### config.mk
export PLATFORM = sky130hd
export DESIGN_NAME = int64_to_decimal_ascii
export DESIGN_NICKNAME = d
export VERILOG_FILES = /design/src/hdl/i64a_pkg.sv /design/src/hdl/i64a_dd_stage.sv /design/src/hdl/i64a_emitter.sv /design/src/hdl/int64_to_decimal_ascii.sv
export SDC_FILE = /design/constraint.sdc
export NUM_CORES = 2
export LEC_CHECK = 0
export ABC_AREA = 0
export BUFFER_PORTS_ARGS = -buffer_cell sky130_fd_sc_hd__buf_2
export CORE_UTILIZATION = 44
export CTS_BUF_LIST = sky130_fd_sc_hd__clkbuf_4 sky130_fd_sc_hd__clkbuf_8
export DETAILED_ROUTE_END_ITERATION = 10
export GPL_TIMING_DRIVEN = 0
export PLACE_DENSITY = 0.68
export SLEW_MARGIN = 20
export SYNTH_ARGS = -nofsm -noshare
export SYNTH_HDL_FRONTEND = slang
export SYNTH_SLANG_ARGS = --single-unit
### constraint.sdc
create_clock -name clk -period 11.08 [get_ports clk]
set_clock_uncertainty 0.1 [all_clocks]
set_input_delay 2.216 -clock clk [delete_from_list [all_inputs] [get_ports clk]]
set_output_delay 2.216 -clock clk [all_outputs]
set_load 0.005 [all_outputs]
### src/hdl/i64a_pkg.sv
// ----------------------------------------------------------------------------
// i64a_pkg
// Shared types, constants and the double-dabble step for int64_to_decimal_ascii.
// ----------------------------------------------------------------------------
`default_nettype none

package i64a_pkg;

  localparam int MAX_DIGITS      = 20;
  localparam int BCD_W           = 4 * MAX_DIGITS;
  localparam int MAG_W           = 64;
  localparam int STEPS_PER_STAGE = 8;
  localparam int NUM_STAGES      = MAG_W / STEPS_PER_STAGE;
  localparam int IDX_W           = 5;

  localparam logic [5:0] CODE_MINUS = 6'd45;
  localparam logic [5:0] CODE_ZERO  = 6'd48;

  typedef struct packed {
    logic               neg;
    logic [MAG_W-1:0]   mag;
    logic [BCD_W-1:0]   bcd;
  } dd_word_t;

  // One double-dabble shift: correct every digit of 5 or more, then shift in a bit.
  function automatic logic [BCD_W-1:0] dd_step(input logic [BCD_W-1:0] bcd,
                                                input logic in_bit);
    logic [BCD_W-1:0] adj;
    adj = bcd;
    for (int k = 0; k < MAX_DIGITS; k++) begin
      if (bcd[4*k +: 4] >= 4'd5) begin
        adj[4*k +: 4] = bcd[4*k +: 4] + 4'd3;
      end
    end
    return {adj[BCD_W-2:0], in_bit};
  endfunction

endpackage

`default_nettype wire

### src/hdl/i64a_dd_stage.sv
// ----------------------------------------------------------------------------
// i64a_dd_stage
// One pipeline stage that performs a fixed number of double-dabble shifts.
// ----------------------------------------------------------------------------
`default_nettype none

module i64a_dd_stage (
  input  wire logic               clk,
  input  wire logic               rst,
  input  wire logic               in_valid,
  input  wire i64a_pkg::dd_word_t in_data,
  output logic                    in_ready,
  output logic                    out_valid,
  output i64a_pkg::dd_word_t      out_data,
  input  wire logic               out_ready
);
  import i64a_pkg::*;

  dd_word_t work;

  always_comb begin
    work = in_data;
    for (int s = 0; s < STEPS_PER_STAGE; s++) begin
      work.bcd = dd_step(work.bcd, work.mag[MAG_W-1]);
      work.mag = {work.mag[MAG_W-2:0], 1'b0};
    end
  end

  assign in_ready = !out_valid || out_ready;

  always_ff @(posedge clk) begin
    if (rst) begin
      out_valid <= 1'b0;
    end else if (in_ready) begin
      out_valid <= in_valid;
    end
  end

  always_ff @(posedge clk) begin
    if (in_ready && in_valid) begin
      out_data <= work;
    end
  end

endmodule

`default_nettype wire

### src/hdl/i64a_emitter.sv
// ----------------------------------------------------------------------------
// i64a_emitter
// Serializes a converted BCD word into ASCII characters, one per cycle.
// ----------------------------------------------------------------------------
`default_nettype none

module i64a_emitter (
  input  wire logic               clk,
  input  wire logic               rst,
  input  wire logic               in_valid,
  input  wire i64a_pkg::dd_word_t in_data,
  output logic                    in_ready,
  output logic                    strobe,
  output logic [5:0]              char_code,
  output logic                    last_char
);
  import i64a_pkg::*;

  logic               active;
  logic               sign_pending;
  logic [IDX_W-1:0]   idx;
  logic [BCD_W-1:0]   bcd;
  logic [IDX_W-1:0]   top_next;
  logic [3:0]         digit;

  // Highest nonzero digit; zero leaves index 0 so a lone '0' is sent.
  always_comb begin
    top_next = '0;
    for (int k = 1; k < MAX_DIGITS; k++) begin
      if (in_data.bcd[4*k +: 4] != 4'd0) begin
        top_next = IDX_W'(k);
      end
    end
  end

  assign in_ready = !active;
  assign digit    = bcd[4*idx +: 4];

  always_ff @(posedge clk) begin
    if (rst) begin
      active <= 1'b0;
      strobe <= 1'b0;
    end else if (!active) begin
      active <= in_valid;
      strobe <= 1'b0;
    end else begin
      strobe <= 1'b1;
      if (!sign_pending && idx == '0) begin
        active <= 1'b0;
      end
    end
  end

  always_ff @(posedge clk) begin
    if (!active) begin
      sign_pending <= in_data.neg;
      idx          <= top_next;
      bcd          <= in_data.bcd;
    end else if (sign_pending) begin
      sign_pending <= 1'b0;
      char_code    <= CODE_MINUS;
      last_char    <= 1'b0;
    end else begin
      char_code <= CODE_ZERO + {2'b00, digit};
      last_char <= (idx == '0);
      if (idx != '0) begin
        idx <= idx - 1'b1;
      end
    end
  end

endmodule

`default_nettype wire

### src/hdl/int64_to_decimal_ascii.sv
// ----------------------------------------------------------------------------
// int64_to_decimal_ascii
// Signed 64-bit integer to decimal ASCII text, most significant char first.
// ----------------------------------------------------------------------------
// Usage:
//   A request is taken at a rising edge where start is high and busy is low;
//   value carries the signed two's complement integer.
//   The text leaves on char_code, one character per cycle, each marked by a
//   one-cycle strobe; last_char is high on the final character. A negative
//   value starts with '-', zero gives a single '0', no leading zeros.
// Pipeline:
//   The magnitude passes eight pipeline stages of eight double-dabble shifts
//   each, then the emitter. The emitter takes a new number only once it has
//   sent the last character of the one before and so sets the sustained
//   rate; the stages buffer up to eight queued requests, so busy rises only
//   when they fill.
// Reset:
//   rst (synchronous) empties the pipeline and the emitter; no strobe follows.
// The receiver cannot stall: every strobed character must be taken.
// ----------------------------------------------------------------------------
`default_nettype none

module int64_to_decimal_ascii (
  input  wire logic        clk,
  input  wire logic        rst,
  input  wire logic        start,
  output logic             busy,
  input  wire logic [63:0] value,
  output logic             strobe,
  output logic [5:0]       char_code,
  output logic             last_char
);
  import i64a_pkg::*;

  dd_word_t   head;
  dd_word_t   data  [NUM_STAGES+1];
  logic       valid [NUM_STAGES+1];
  logic       ready [NUM_STAGES+1];

  always_comb begin
    head.neg = value[63];
    head.mag = value[63] ? (64'd0 - value) : value;
    head.bcd = '0;
  end

  assign data[0]  = head;
  assign valid[0] = start;
  assign busy     = !ready[0];

  for (genvar g = 0; g < NUM_STAGES; g++) begin : g_stage
    i64a_dd_stage u_stage (
      .clk       (clk),
      .rst       (rst),
      .in_valid  (valid[g]),
      .in_data   (data[g]),
      .in_ready  (ready[g]),
      .out_valid (valid[g+1]),
      .out_data  (data[g+1]),
      .out_ready (ready[g+1])
    );
  end

  i64a_emitter u_emitter (
    .clk       (clk),
    .rst       (rst),
    .in_valid  (valid[NUM_STAGES]),
    .in_data   (data[NUM_STAGES]),
    .in_ready  (ready[NUM_STAGES]),
    .strobe    (strobe),
    .char_code (char_code),
    .last_char (last_char)
  );

endmodule

`default_nettype wire

-- Word level (Yosys, flattened, before mapping)
Cells that the tools add are included.
- input bits: 67
- logic and storage cells: 3332
- register bits after elaboration: 903
- output and inout port bits: 9
- eq/ne operators: 2
- reductions and logical operators: 50
- $add $sub $neg: 1073
- shift-type cells: 1
- multiplexer cells: 1096
- $lt $le $gt $ge: 1070
- operators by type and width (operator ; count):
    $ge 4x3->1 const B ; 1050
    $mux 4 ; 1032
    $add 4x2->4 const B ; 1007
    $mux 3 ; 48
    $add 3x2->3 const B ; 43
    $shiftx 80x8->4 ; 1
    $reduce_bool 4->1 ; 19
    $mux 64 ; 1
    $sub 1x64->64 const A ; 1
    $add 1x2->3 const B ; 18
    $ge 1x3->1 const B ; 18
    $mux 5 ; 7
    $logic_not 1->1 ; 11
    $logic_and 1x1->1 ; 9
    $logic_or 1x1->1 ; 8
    $add 1x2->3 const AB ; 2
    $add 5x5->6 const A ; 1
    $ge 1x3->1 const AB ; 2
    $mux 1 ; 6
    $logic_not 5->1 ; 1
    $reduce_bool 5->1 ; 1
    $sub 5x1->5 const B ; 1
    $mux 2 ; 2
    $ne 2x2->1 const B ; 2
    $reduce_and 2->1 ; 1

-- Depth between registers and ports, before layout
- depth after elaboration: 21
- depth in mapped cells: 39
- depth with buffers taken out: 39

-- Hierarchy
Synthesis repeated with hierarchy kept, for this count alone.
- cells, all modules: 26814
- area total of the unflattened synthesis: 204836.5 um^2
- by module, submodules not included (module ; area each (um^2) ; cells an instance ; times used):
    i64a_dd_stage ; 24920.2 ; 3299 ; 8
    i64a_emitter ; 4003.8 ; 228 ; 1
    int64_to_decimal_ascii ; 1471.4 ; 194 ; 1

-- Worst setup path after synthesis
OpenSTA, ideal clock, no wires.
- path kind: input to register
- from: input port value[42]
- to: register g_stage[0].u_stage.out_data[1] in the netlist's numbering (data pin)
- arrival: 8532 ps
- path buffers: 0
- stages on the path: 33
- data required time: 10713 ps
- path slack: 2181 ps
- setup time: 267 ps
- path through: or4_1 or3_4 nor4_4 nand3_1 nor4_2 nand2_2 o41ai_4 xor2_2 ha_1 inv_1 ha_1 a21oi_2 xnor2_1 ha_1 nand2_1 a211oi_1 nor2_1 a21oi_1 xnor2_1 inv_1 ha_1 nand2b_1 a21bo_2 xnor2_1 ha_1 inv_1 nor2_1 o21a_1 xnor2_1 ha_1 nor2b_1 o21ai_2 xnor2_1
- RTL lines (element ; RTL line ; source):
    from (decl) ; int64_to_decimal_ascii.sv:28 ; input wire logic [63:0] value,
    to (signal assigned) ; i64a_dd_stage.sv:41 ; out_data <= work;
    to (decl) ; i64a_dd_stage.sv:14 ; output i64a_pkg::dd_word_t out_data,

==> impl_metrics.tcl <==
set metrics [dict create \
    rows 172 \
    insertion_delay_ns 0.91 \
    critPathBufInv 6 \
    reg2reg_from "g_stage[5].u_stage.out_data[44]" \
    ff_latch_area_mm2 0.0212 \
    synth_area_mm2 0.0980 \
    cts_setup_buffers 0 \
    fin_ws_ns 1.81 \
    ys_types 170 \
    gp_congestion 0.820 \
    vias_per_cell 5.66 \
    coreArea_mm2 0.220 \
    antenna_found_initial 4 \
    worstMarginPinSlew_ns 1.13 \
    cts_resized 0 \
    holdCritStartpoint "g_stage[2].u_stage.out_data[123]" \
    ios 76 \
    grt_util_all_layers 0.168 \
    drive_gt1_frac 0.133 \
    yosysSeqAreaShare 0.216 \
    rsz0062_at_grt "false" \
    syn_nets 12700 \
    h-tree-depth 4 \
    min_path_type "reg2reg" \
    cts_tree "done" \
    pre_cts_ws_ns 0.942 \
    run_status "finished clean" \
    drt_first_iter_violations 4620 \
    hold_violations 0 \
    start_util 0.445 \
    start_kind "input pin" \
    synthArstFlopShare 0 \
    synth_seq_cells 708 \
    postRouteAntennaNets 0 \
    wl_per_cell_um 12.7 \
    die-height_um 474 \
    crit_path_top_delay_cell "nor4b_2" \
    critical_path.most_common_cell "ha_1" \
    end_kind "flip-flop" \
    path_depth 36 \
    setup_violations 0 \
    critical-path-top-delay-family "simple AND/OR/NAND/NOR gates" \
    gr-total-overflow 0 \
    r2r_end "g_stage[6].u_stage.out_data[48]" \
    clock_path_buffers 3 \
    cts-root-buf "clkbuf_8" \
    die_area_mm2 0.225 \
    fp.dieW_um 474 \
    mostFrequentLayoutCell "nor2_1" \
    cp.arrival_ns 9.77 \
    layout_common_cells "1064 x nor2_1, 911 x a21oi_1, 906 x nand2_1" \
    cts_hold_buf 0 \
    fin_nets 13000 \
    path_class "in2reg" \
    reg2reg_depth 33 \
    drc 0 \
    first_pass_iters 7 \
    cp_max_fo 8 \
    met3_length_um 6140 \
    r2r_slack_ns 3.63 \
    min_period_ns 9.27 \
    maxCapViolations 0 \
    wl_met1_um 96900 \
    cts.clk_slew.worst_paths_ns 0.06 \
    dp_hpwl_um 149000 \
    max_freq_ghz 0.108 \
    grt_pass1_vias 77100 \
    postSynthAreaPerCell_um2 8.12 \
    synth-edff-count 697 \
    relSlewSlack 0.246 \
    synthToLayoutAreaGrowth_pct 8.05 \
    nFillCells 21400 \
    maxSlewViolCount 0 \
    syn_inst 12100 \
    period_share 0.837 \
    multi_input_area_mm2 0.0723 \
    min_path_cells 0 \
    yosys_warnings 0 \
    port_buffers 73 \
    hold_slack_ns 0.312 \
    highest_layer "met5" \
    min_to "g_stage[3].u_stage.out_data[131]" \
    synth_ff_type "edfxtp_1" \
    numCtsBuffers 141 \
    met2WireLength_um 88600 \
    cp.required_ns 11.59 \
    cts_sinks 708 \
    routed_wl_um 195000 \
    grt_max_degree 60 \
    grt_pass1_wl_um 339000 \
    via_count 87000 \
    slowest_delay_ns 0.45 \
]
==> worst max-delay path by stage <==
stage	from	end	slack (ns)
after floorplan	value[42]	g_stage[0].u_stage.out_data[1]	2.18
after global placement	u_emitter.active	g_stage[3].u_stage.out_data[41]	-0.22
after detailed placement	value[8]	g_stage[0].u_stage.out_data[6]	0.94
after CTS	value[8]	g_stage[0].u_stage.out_data[6]	1.93
after global routing	value[8]	g_stage[0].u_stage.out_data[6]	0.87
final	value[8]	g_stage[0].u_stage.out_data[6]	1.81
==> cell usage after synthesis, drive strengths merged, types with 126 or more instances <==
master | count | area [µm²]
a21o | 177 | 1330
xnor2 | 520 | 5590
mux2i | 353 | 3680
a31oi | 240 | 1750
nor2b | 173 | 1090
xor2 | 157 | 1570
nor3 | 298 | 1590
nor2 | 1078 | 4110
edfxtp | 697 | 20900
a211oi | 203 | 1770
clkbuf | 181 | 681
o31ai | 142 | 1280
nand2 | 910 | 3430
and2 | 138 | 876
inv | 901 | 3380
o21ai | 1060 | 5520
or2 | 126 | 796
mux2 | 258 | 2920
nand3 | 255 | 1290
o211ai | 228 | 1780
ha | 586 | 7330
o21a | 161 | 1220
nand2b | 274 | 1720
a21oi | 1039 | 5720
==> layout make-up <==
class / count / area share
antenna: 2 / 0.0000473
buffer: 269 / 0.0109
clock buffer: 173 / 0.0207
clock inverter: 82 / 0.00806
inverter: 907 / 0.0323
multi-input combinational: 10200 / 0.683
sequential: 708 / 0.200
tap: 2958 / 0.0350
timing repair buffer: 101 / 0.00998
==> sequential cells by signal (all words and copies together), names as in the netlist <==
name / count
u_emitter.last_char: 1
u_emitter.strobe: 1
u_emitter.sign_pending: 1
u_emitter.active: 1
g_stage.u_stage.out_valid: 8
u_emitter.char_code: 5
u_emitter.idx: 5
g_stage.u_stage.out_data: 606
u_emitter.bcd: 80
==> per-layer routing <==
layer	vias to the layer above	track usage
met5	-	0
met4	2	0.0378
met3	188	0.0201
met2	1138	0.284
met1	39700	0.226
li1	46000	-
==> per-stage QoR <==
| stage | instance area (µm²) | utilization | cells | TNS [ns] |
|---|---|---|---|---|
| 5_1_grt | 106000 | 0.480 | 15400 | 0 |
| 4_1_cts | 106000 | 0.480 | 15400 | 0 |
| 3_3_place_gp | 102000 | 0.463 | 15100 | -15.80 |
| 6_report | 106000 | 0.480 | 15400 | 0 |
| 3_5_place_dp | 103000 | 0.466 | 15100 | 0 |
| 2_1_floorplan | 98000 | - | 12100 | 0 |
==> cell families (layout without fill, tap and decap cells) <==
| kind of cell | count (synthesis) | in the layout | share of synthesized area |
|---|---|---|---|
| other | 1 | 3 | 0.0000383 |
| XOR/XNOR | 678 | 678 | 0.0733 |
| adder cells (fa/ha/maj) | 621 | 621 | 0.0785 |
| AO/OA/AOI/OAI | 4461 | 4461 | 0.322 |
| multiplexers | 635 | 635 | 0.0729 |
| flip-flops | 708 | 708 | 0.216 |
| AND/OR/NAND/NOR | 3780 | 3780 | 0.191 |
| buffers and inverters | 1176 | 1532 | 0.0466 |
Power is left out: the tool's default activity adds up to more than one toggle a clock period on the data nets, which glitch-free logic cannot reach.
